$ cat src/hw/rtl/lici_pkg.sv
// shared types, constants and s-box tables for the 64/128 block cipher core
// no dependencies; imported by the round unit, the key unit and the top level
package lici_pkg;

   // key and block geometry
   localparam int KEY_W     = 128;
   localparam int HALF_W    = 32;
   localparam int KWORD_W   = 64;
   localparam int KEY_ROT   = 13;
   localparam int RC_POS    = 59;
   localparam int RC_W      = 5;
   localparam int RC_IDX_W  = 5;
   localparam int RC_COUNT  = 31;
   localparam logic [7:0] RC_MASK = 8'h1F;

   // configuration register indexes
   localparam int CSR_IDX_W = 2;
   localparam logic [CSR_IDX_W-1:0] CSR_KEY_HIGH = 2'd0;
   localparam logic [CSR_IDX_W-1:0] CSR_KEY_LOW  = 2'd1;

   // 4-bit s-box and its inverse
   localparam logic [3:0] FWD_BOX [16] = '{
      4'hC, 4'h5, 4'h6, 4'hB, 4'h9, 4'h0, 4'hA, 4'hD,
      4'h3, 4'hE, 4'hF, 4'h8, 4'h4, 4'h7, 4'h1, 4'h2
   };
   localparam logic [3:0] INV_BOX [16] = '{
      4'h5, 4'hE, 4'hF, 4'h8, 4'hC, 4'h1, 4'h2, 4'hD,
      4'hB, 4'h4, 4'h6, 4'h3, 4'h0, 4'h7, 4'h9, 4'hA
   };

   // round constants, masked to five bits on use
   localparam logic [7:0] RC_TABLE [RC_COUNT] = '{
      8'h01, 8'h02, 8'h04, 8'h08, 8'h10, 8'h20, 8'h40, 8'h80,
      8'h13, 8'h23, 8'h43, 8'h83, 8'h15, 8'h25, 8'h45, 8'h85,
      8'h16, 8'h26, 8'h46, 8'h86, 8'h1A, 8'h2A, 8'h4A, 8'h8A,
      8'h1C, 8'h2C, 8'h4C, 8'h8C, 8'h1F, 8'h2F, 8'h4F
   };

   // control from the sequencer to the key unit
   typedef struct packed {
      logic            load;
      logic            fwd;
      logic            inv;
      logic [RC_W-1:0] rc;
   } key_ctrl_type;

   // round constant lookup, index past the table gives zero
   function automatic logic [RC_W-1:0] round_const(input logic [RC_IDX_W-1:0] idx);
      logic [7:0] v;
      v = 8'h00;
      if (int'(idx) < RC_COUNT) v = RC_TABLE[idx] & RC_MASK;
      return v[RC_W-1:0];
   endfunction

endpackage

$ cat src/hw/rtl/lici_round.sv
// one cipher round, forward or inverse, as a shared combinational unit
// depends on lici_pkg for the s-box tables
module lici_round
   import lici_pkg::*;
(
   input  logic              dec,
   input  logic [HALF_W-1:0] left,
   input  logic [HALF_W-1:0] right,
   input  logic [KWORD_W-1:0] rkey,
   output logic [HALF_W-1:0] left_nx,
   output logic [HALF_W-1:0] right_nx
);

   logic [HALF_W-1:0] kr;
   logic [HALF_W-1:0] kl;
   logic [HALF_W-1:0] lp_enc;
   logic [HALF_W-1:0] nl_enc;
   logic [HALF_W-1:0] nr_enc;
   logic [HALF_W-1:0] lp_dec;
   logic [HALF_W-1:0] nl_dec;
   logic [HALF_W-1:0] nr_dec;

   assign kr = rkey[HALF_W-1:0];
   assign kl = rkey[KWORD_W-1:HALF_W];

   // nibble substitution, each nibble independent
   always_comb begin
      for (int i = 0; i < HALF_W / 4; i++) begin
         lp_enc[4*i +: 4] = FWD_BOX[left[4*i +: 4]];
      end
   end

   // forward round: rotl3 then rotr7
   always_comb begin
      logic [HALF_W-1:0] t;
      logic [HALF_W-1:0] u;
      t      = lp_enc ^ right ^ kr;
      nl_enc = {t[HALF_W-4:0], t[HALF_W-1:HALF_W-3]};
      u      = lp_enc ^ nl_enc ^ kl;
      nr_enc = {u[6:0], u[HALF_W-1:7]};
   end

   // inverse round: undo the rotations, then the substitution
   always_comb begin
      lp_dec = {right[HALF_W-8:0], right[HALF_W-1:HALF_W-7]} ^ kl ^ left;
      nr_dec = {left[2:0], left[HALF_W-1:3]} ^ lp_dec ^ kr;
      for (int i = 0; i < HALF_W / 4; i++) begin
         nl_dec[4*i +: 4] = INV_BOX[lp_dec[4*i +: 4]];
      end
   end

   assign left_nx  = dec ? nl_dec : nl_enc;
   assign right_nx = dec ? nr_dec : nr_enc;

endmodule

$ cat src/hw/rtl/lici_key_unit.sv
// working key register with forward and inverse key update
// depends on lici_pkg for the s-box, key geometry and control struct
module lici_key_unit
   import lici_pkg::*;
(
   input  logic               clock,
   input  key_ctrl_type       ctrl,
   input  logic [KEY_W-1:0]   load_key,
   output logic [KWORD_W-1:0] key_low_cur,
   output logic [KWORD_W-1:0] key_low_inv
);

   logic [KEY_W-1:0] key_ff;
   logic [KEY_W-1:0] key_in;
   logic [KEY_W-1:0] fwd_key;
   logic [KEY_W-1:0] inv_key;

   // forward update: rotl13, s-box on bits 7..4, constant into bits 63..59
   always_comb begin
      logic [KEY_W-1:0]   rot;
      logic [KWORD_W-1:0] lo;
      rot = {key_ff[KEY_W-1-KEY_ROT:0], key_ff[KEY_W-1:KEY_W-KEY_ROT]};
      lo  = rot[KWORD_W-1:0];
      lo[7:4] = FWD_BOX[lo[7:4]];
      lo[KWORD_W-1:RC_POS] = lo[KWORD_W-1:RC_POS] ^ ctrl.rc;
      fwd_key = {rot[KEY_W-1:KWORD_W], lo};
   end

   // inverse update: constant, inverse s-box, rotr13
   always_comb begin
      logic [KWORD_W-1:0] lo;
      logic [KEY_W-1:0]   tk;
      lo = key_ff[KWORD_W-1:0];
      lo[KWORD_W-1:RC_POS] = lo[KWORD_W-1:RC_POS] ^ ctrl.rc;
      lo[7:4] = INV_BOX[lo[7:4]];
      tk = {key_ff[KEY_W-1:KWORD_W], lo};
      inv_key = {tk[KEY_ROT-1:0], tk[KEY_W-1:KEY_ROT]};
   end

   // next key select
   always_comb begin
      key_in = key_ff;
      if (ctrl.load) key_in = load_key;
      else if (ctrl.fwd) key_in = fwd_key;
      else if (ctrl.inv) key_in = inv_key;
   end

   always_ff @(posedge clock) begin
      key_ff <= key_in;
   end

   assign key_low_cur = key_ff[KWORD_W-1:0];
   assign key_low_inv = inv_key[KWORD_W-1:0];

endmodule

$ cat src/hw/rtl/lici_block_cipher_enc_dec.sv
// 64/128 block cipher core, one round per cycle in the round states, through a shared round unit.
// encrypt runs the rounds straight from the request; decrypt first walks the key schedule
// forward to its end, then runs the rounds back with the inverted keys.
// no new request is taken while busy; the next one is accepted once the block is done.
// the result strobe cannot be stalled; busy drops in the strobe cycle.
// synchronous reset clears the sequencer, the strobe and both key registers.
module lici_block_cipher_enc_dec
   import lici_pkg::*;
#(
   parameter int ROUNDS = 31
) (
   input  logic                 clock,
   input  logic                 reset,
   input  logic                 start,
   output logic                 busy,
   input  logic                 req_action,
   input  logic [HALF_W-1:0]    req_left_in,
   input  logic [HALF_W-1:0]    req_right_in,
   output logic                 rsp_valid,
   output logic [HALF_W-1:0]    rsp_left_out,
   output logic [HALF_W-1:0]    rsp_right_out,
   input  logic                 csr_valid,
   output logic                 csr_ready,
   input  logic [CSR_IDX_W-1:0] csr_index,
   input  logic [KWORD_W-1:0]   csr_data
);

   typedef enum logic [1:0] {
      ST_IDLE,
      ST_ENC,
      ST_KEYF,
      ST_DEC
   } state_type;

   localparam logic [RC_IDX_W-1:0] LAST_RND = RC_IDX_W'(ROUNDS - 1);
   localparam logic [RC_IDX_W-1:0] FIRST_RND = '0;

   state_type             state_ff;
   logic [RC_IDX_W-1:0]   rnd_ff;
   logic                  rsp_valid_ff;
   logic [HALF_W-1:0]     left_ff;
   logic [HALF_W-1:0]     right_ff;
   logic [KWORD_W-1:0]    key_high_ff;
   logic [KWORD_W-1:0]    key_low_ff;

   key_ctrl_type          key_ctrl;
   logic [KWORD_W-1:0]    key_low_cur;
   logic [KWORD_W-1:0]    key_low_inv;
   logic [KWORD_W-1:0]    rkey;
   logic                  dec_mode;
   logic [HALF_W-1:0]     left_nx;
   logic [HALF_W-1:0]     right_nx;
   logic                  accept;

   assign busy      = (state_ff != ST_IDLE);
   assign accept    = start && !busy;
   assign csr_ready = 1'b1;

   // key configuration registers
   always_ff @(posedge clock) begin
      if (reset) begin
         key_high_ff <= '0;
         key_low_ff  <= '0;
      end else if (csr_valid) begin
         case (csr_index)
            CSR_KEY_HIGH: key_high_ff <= csr_data;
            CSR_KEY_LOW:  key_low_ff  <= csr_data;
            default: ;
         endcase
      end
   end

   // key unit control
   always_comb begin
      key_ctrl.load = accept;
      key_ctrl.fwd  = (state_ff == ST_ENC) || (state_ff == ST_KEYF);
      key_ctrl.inv  = (state_ff == ST_DEC);
      key_ctrl.rc   = round_const(rnd_ff);
   end

   lici_key_unit u_key (
      .clock       (clock),
      .ctrl        (key_ctrl),
      .load_key    ({key_high_ff, key_low_ff}),
      .key_low_cur (key_low_cur),
      .key_low_inv (key_low_inv)
   );

   // decrypt rounds use the freshly inverted key in the same cycle
   assign dec_mode = (state_ff == ST_DEC);
   assign rkey     = dec_mode ? key_low_inv : key_low_cur;

   lici_round u_round (
      .dec      (dec_mode),
      .left     (left_ff),
      .right    (right_ff),
      .rkey     (rkey),
      .left_nx  (left_nx),
      .right_nx (right_nx)
   );

   // sequencer, round counter, block halves and result strobe
   always_ff @(posedge clock) begin
      if (reset) begin
         state_ff     <= ST_IDLE;
         rnd_ff       <= '0;
         rsp_valid_ff <= 1'b0;
      end else begin
         rsp_valid_ff <= 1'b0;
         case (state_ff)
            ST_IDLE: begin
               if (start) begin
                  left_ff  <= req_left_in;
                  right_ff <= req_right_in;
                  rnd_ff   <= '0;
                  state_ff <= req_action ? ST_KEYF : ST_ENC;
               end
            end
            ST_ENC: begin
               left_ff  <= left_nx;
               right_ff <= right_nx;
               if (rnd_ff == LAST_RND) begin
                  rsp_valid_ff <= 1'b1;
                  state_ff     <= ST_IDLE;
               end else begin
                  rnd_ff <= rnd_ff + 1'b1;
               end
            end
            ST_KEYF: begin
               // counter stays on the last round for the way back
               if (rnd_ff == LAST_RND) begin
                  state_ff <= ST_DEC;
               end else begin
                  rnd_ff <= rnd_ff + 1'b1;
               end
            end
            ST_DEC: begin
               left_ff  <= left_nx;
               right_ff <= right_nx;
               if (rnd_ff == FIRST_RND) begin
                  rsp_valid_ff <= 1'b1;
                  state_ff     <= ST_IDLE;
               end else begin
                  rnd_ff <= rnd_ff - 1'b1;
               end
            end
            default: state_ff <= ST_IDLE;
         endcase
      end
   end

   assign rsp_valid     = rsp_valid_ff;
   assign rsp_left_out  = left_ff;
   assign rsp_right_out = right_ff;

   // checks on the sequencer
   a_rsp_after_busy: assert property (@(posedge clock) disable iff (reset)
      rsp_valid |-> $past(busy))
      else $error("result strobe without a request in flight");

   a_accept_busy: assert property (@(posedge clock) disable iff (reset)
      (start && !busy) |=> busy)
      else $error("accepted request did not raise busy");

   a_rsp_idle: assert property (@(posedge clock) disable iff (reset)
      rsp_valid |-> !busy)
      else $error("sequencer not idle in the result cycle");

   a_rnd_range: assert property (@(posedge clock) disable iff (reset)
      busy |-> (rnd_ff <= LAST_RND))
      else $error("round counter out of range");

   a_single_strobe: assert property (@(posedge clock) disable iff (reset)
      rsp_valid |=> !rsp_valid)
      else $error("result strobe longer than one cycle");

endmodule

$ cat config.mk
export PLATFORM = sky130hd
export DESIGN_NAME = lici_block_cipher_enc_dec
export DESIGN_NICKNAME = d
export VERILOG_FILES = /design/src/hw/rtl/lici_pkg.sv /design/src/hw/rtl/lici_round.sv /design/src/hw/rtl/lici_key_unit.sv /design/src/hw/rtl/lici_block_cipher_enc_dec.sv
export SDC_FILE = /design/constraint.sdc
export NUM_CORES = 1
export LEC_CHECK = 0
export ABC_AREA = 0
export BUFFER_PORTS_ARGS = -buffer_cell sky130_fd_sc_hd__buf_4
export CAP_MARGIN = 20
export CORE_ASPECT_RATIO = 0.6
export CORE_MARGIN = 2
export CORE_UTILIZATION = 55
export DETAILED_ROUTE_END_ITERATION = 12
export PLACE_DENSITY_LB_ADDON = 0.05
export SYNTH_ARGS = -nofsm -noshare
export SYNTH_HDL_FRONTEND = slang
export SYNTH_SLANG_ARGS = --single-unit
$ cat constraint.sdc
create_clock -name clock -period 24.4 [get_ports clock]
set_input_delay 2.44 -clock clock [delete_from_list [all_inputs] [get_ports clock]]
set_output_delay 2.44 -clock clock [all_outputs]
set_load 0.02 [all_outputs]
==> impl_results.md <==
- Status: completed
- Antenna violations before repair: 4
- H-tree lvl count: 1
- DRC: 0
- Die Y: 157 um
- Worst-path maximum fanout: 64
- Post-synthesis cell type count: 85
- Yosys reg bits: 328
- Core ar.: 0.0388 mm2
- Slew @ Worst Pin: 1.06 ns
- Vias: 18100
- Area Overhead vs Synth: 13.0%
- CP required: 24.72 ns
- F_max: 0.193 GHz
- Standard-cell row count: 56
- Top layer in use: met5
- Total CTS buffers: 31
- I/O pins: 202
- GPL Wtd Cong: 0.935
- Hold Crit Class: register to register
- Clock buffer depth: 3
- Vias per inst: 6.12
- Avg Cell Area, Syn: 9.28 um2
- Slew margin rel.: 0.294
- Number of gates resized after cts: 0
- Starting DRT DRC Count: 2625
- Largest net degree at the start of global routing: 120
- Die footprint: 0.0407 mm2
- Inst Count DP: 2901
- First-pass GRT wire length: 108000 um
- WS Path Type: register to register
- Crit path DAT: 5.50 ns
- RSZ-0062 raised after global routing: no
- Max-slew violation count: 0
- Post-Syn Area: 0.0215 mm2
- Cells after Synth: 2317
- Async SR Flop Fraction: 0
- Count of hold-fix buffers inserted at cts: 0
- Met2 WL: 28700 um
- Routed wire length: 75300 um
- EDFF count, synth: 192
- Synth warn: 0
- Syn Nets: 2549
- Number of I/O port buffers: 200
- Leak: 8.92 nW
- Clk Latency, worst-skew pair: 0.60 ns
- Pwr dens: 170 mW/mm2
- Seq/Total Area, Yosys: 0.395
- Nets: 2645
- Total Routing Usage GR: 0.363
- Die extent in x: 259 um
- Final Skew: 0.0108 ns
- TNS Setup: 0 ns
- Root Buffer: clkbuf_16
- Post-route insts no fill: 2963
- Setup Fix Bufs, Post-CTS: 0
- Final min period: 5.18 ns
- Max rail drop VDD: 0.0959 mV
- Final setup violation count: 0
- Metal-1 WL: 33200 um
- Top FF cell, synth: edfxtp_1
- Total global routing overflow: 0
- Crit share post-route: 0.212
- Worst setup EP type: register
- Router iterations before antenna repair: 5
- Fill cells: 3352
- Routed Antenna Nets: 0
- Post-DP HPWL: 55400 um
- Layout cells sized above 1: 0.137
- Max Cap Violations: 0
- Initial Util: 0.554
- Avg WL per Cell: 25.4 um
- Vias in the first global route: 16300
- CTS tree: built
- Metal3 WL: 10600 um
- Final Hold Fails: 0
- Clock Pin Slew Worst Setup and Hold Paths: 0.07 ns
- CTS sink cnt: 328
- Kind of start point of the critical path: register
-- critical path, cell delays in order (launching register included) --
cell,delay [ns]
dfxtp_1,0.47
ha_4,0.69
buf_4,0.77
buf_4,0.72
mux2i_1,0.26
xnor2_1,0.66
inv_1,0.16
ha_1,0.41
nor2_1,0.13
a21oi_1,0.06
a221oi_1,0.33
a21oi_1,0.11
-- where the power goes --
part	internal, mW	switching (mW)
Combinational	1.04	1.34
Sequential	0.833	0.403
Clock	0.285	0.227
Total	2.16	1.97
-- logic make-up (layout without fill, tap and decap cells) --
| group | Yosys count | in the layout | synth area share |
|---|---|---|---|
| multiplexers | 252 | 252 | 0.131 |
| adder cells (fa/ha/maj) | 97 | 97 | 0.0568 |
| flip-flops | 328 | 328 | 0.395 |
| AO/OA/AOI/OAI | 520 | 520 | 0.139 |
| other | 1 | 4 | 0.000174 |
| AND/OR/NAND/NOR | 607 | 607 | 0.117 |
| XOR/XNOR | 279 | 279 | 0.117 |
| buffers and inverters | 233 | 354 | 0.0443 |
-- cells in the mapped netlist, types with 3 or more instances --
cell type / number / area [um2]
a211o_1: 15 / 131
a211oi_1: 35 / 263
a21o_1: 4 / 30.0
a21oi_1: 177 / 886
a31oi_1: 11 / 68.8
and2_1: 6 / 37.5
and3_1: 3 / 18.8
buf_1: 20 / 75.1
buf_2: 6 / 30.0
buf_4: 4 / 30.0
buf_6: 6 / 67.6
clkbuf_1: 121 / 454
dfxtp_1: 136 / 2720
edfxtp_1: 192 / 5770
ha_1: 96 / 1200
inv_1: 73 / 274
mux2_2: 3 / 33.8
mux2i_1: 225 / 2250
mux4_2: 23 / 518
nand2_1: 459 / 1720
nand2b_1: 8 / 50.1
nand3_1: 8 / 40.0
nand3b_1: 4 / 30.0
nor2_1: 69 / 259
nor2b_1: 16 / 100
nor3_1: 11 / 55.1
nor3b_1: 3 / 22.5
o2111ai_1: 3 / 26.3
o211ai_1: 8 / 60.1
o21ai_0: 217 / 1090
o21ai_1: 8 / 40.0
o311ai_0: 4 / 35.0
o31ai_1: 5 / 37.5
or2_2: 3 / 18.8
xnor2_1: 217 / 1900
xnor2_2: 5 / 81.3
xor2_1: 54 / 473
-- final cells by class --
cell class                      count  area [um2]  share of cell area
Antenna cell                        3        7.51            0.000309
Clock buffer                       48         968              0.0399
Clock inverter                     10        93.8             0.00386
Inverter                           75         282              0.0116
Multi-Input combinational cell   1756       12100               0.499
Sequential cell                   328        8490               0.349
Tap cell                          522         653              0.0269
Timing Repair Buffer              221        1680              0.0691
-- state kept, by name (all words and copies together) (netlist names) --
signal / flops
key_high_ff: 64
key_low_ff: 64
rnd_ff: 5
rsp_left_out: 32
rsp_right_out: 32
rsp_valid: 1
state_ff: 2
u_key.key_ff: 128
-- placed cells by master, fill, tap and decap left out, types with 4 or more instances in the layout --
cell type	synthesis	final
nor2_1	69	69
xnor2_2	5	5
clkbuf_8	0	6
nand3_1	8	8
o31ai_1	5	5
o211ai_1	8	8
nor3_1	11	11
edfxtp_1	192	192
dfxtp_1	136	136
nand2b_1	8	7
o21ai_0	217	217
nor2b_1	16	16
a21oi_1	177	177
o21ai_1	8	8
inv_1	73	73
nand2_1	459	459
o311ai_0	4	4
ha_1	96	93
mux2i_1	225	225
xnor2_1	217	217
clkinv_2	0	4
nand3b_1	4	4
and2_1	6	5
clkbuf_1	121	6
mux4_2	23	23
a211o_1	15	15
buf_4	4	220
a21o_1	4	4
a31oi_1	11	11
clkbuf_16	0	34
xor2_1	54	54
a211oi_1	35	35
-- through the flow --
step                hold WS [ns]  utilization  power (mW)  worst slack (ns)  area [um2]
global route               0.476        0.626        4.36             18.87       24300
detailed placement         0.448        0.598        3.53             19.16       23200
floorplan                  0.437            -        2.81             13.62       21500
CTS                        0.457        0.625        4.05             19.29       24300
finish                     0.455        0.626        4.14             19.22       24300
global placement           0.443        0.598        3.47             19.32       23200
-- routing by layer --
layer	GRT usage	up-vias
met2	0.462	1040
li1	-	8238
met4	0.118	4
met3	0.133	125
met5	0.0374	-
met1	0.551	8728
-- worst paths after layout --
check                  start          endpoint  slack (ns)  depth (start not counted)
min          key_high_ff[30]   key_high_ff[30]        0.46                          2
max              state_ff[0]  rsp_left_out[26]       19.22                         11
max reg2reg      state_ff[0]  rsp_left_out[26]       19.22                         11
min reg2reg  key_high_ff[30]   key_high_ff[30]        0.46                          2
Note: power is estimated with default switching activity, not from simulation.
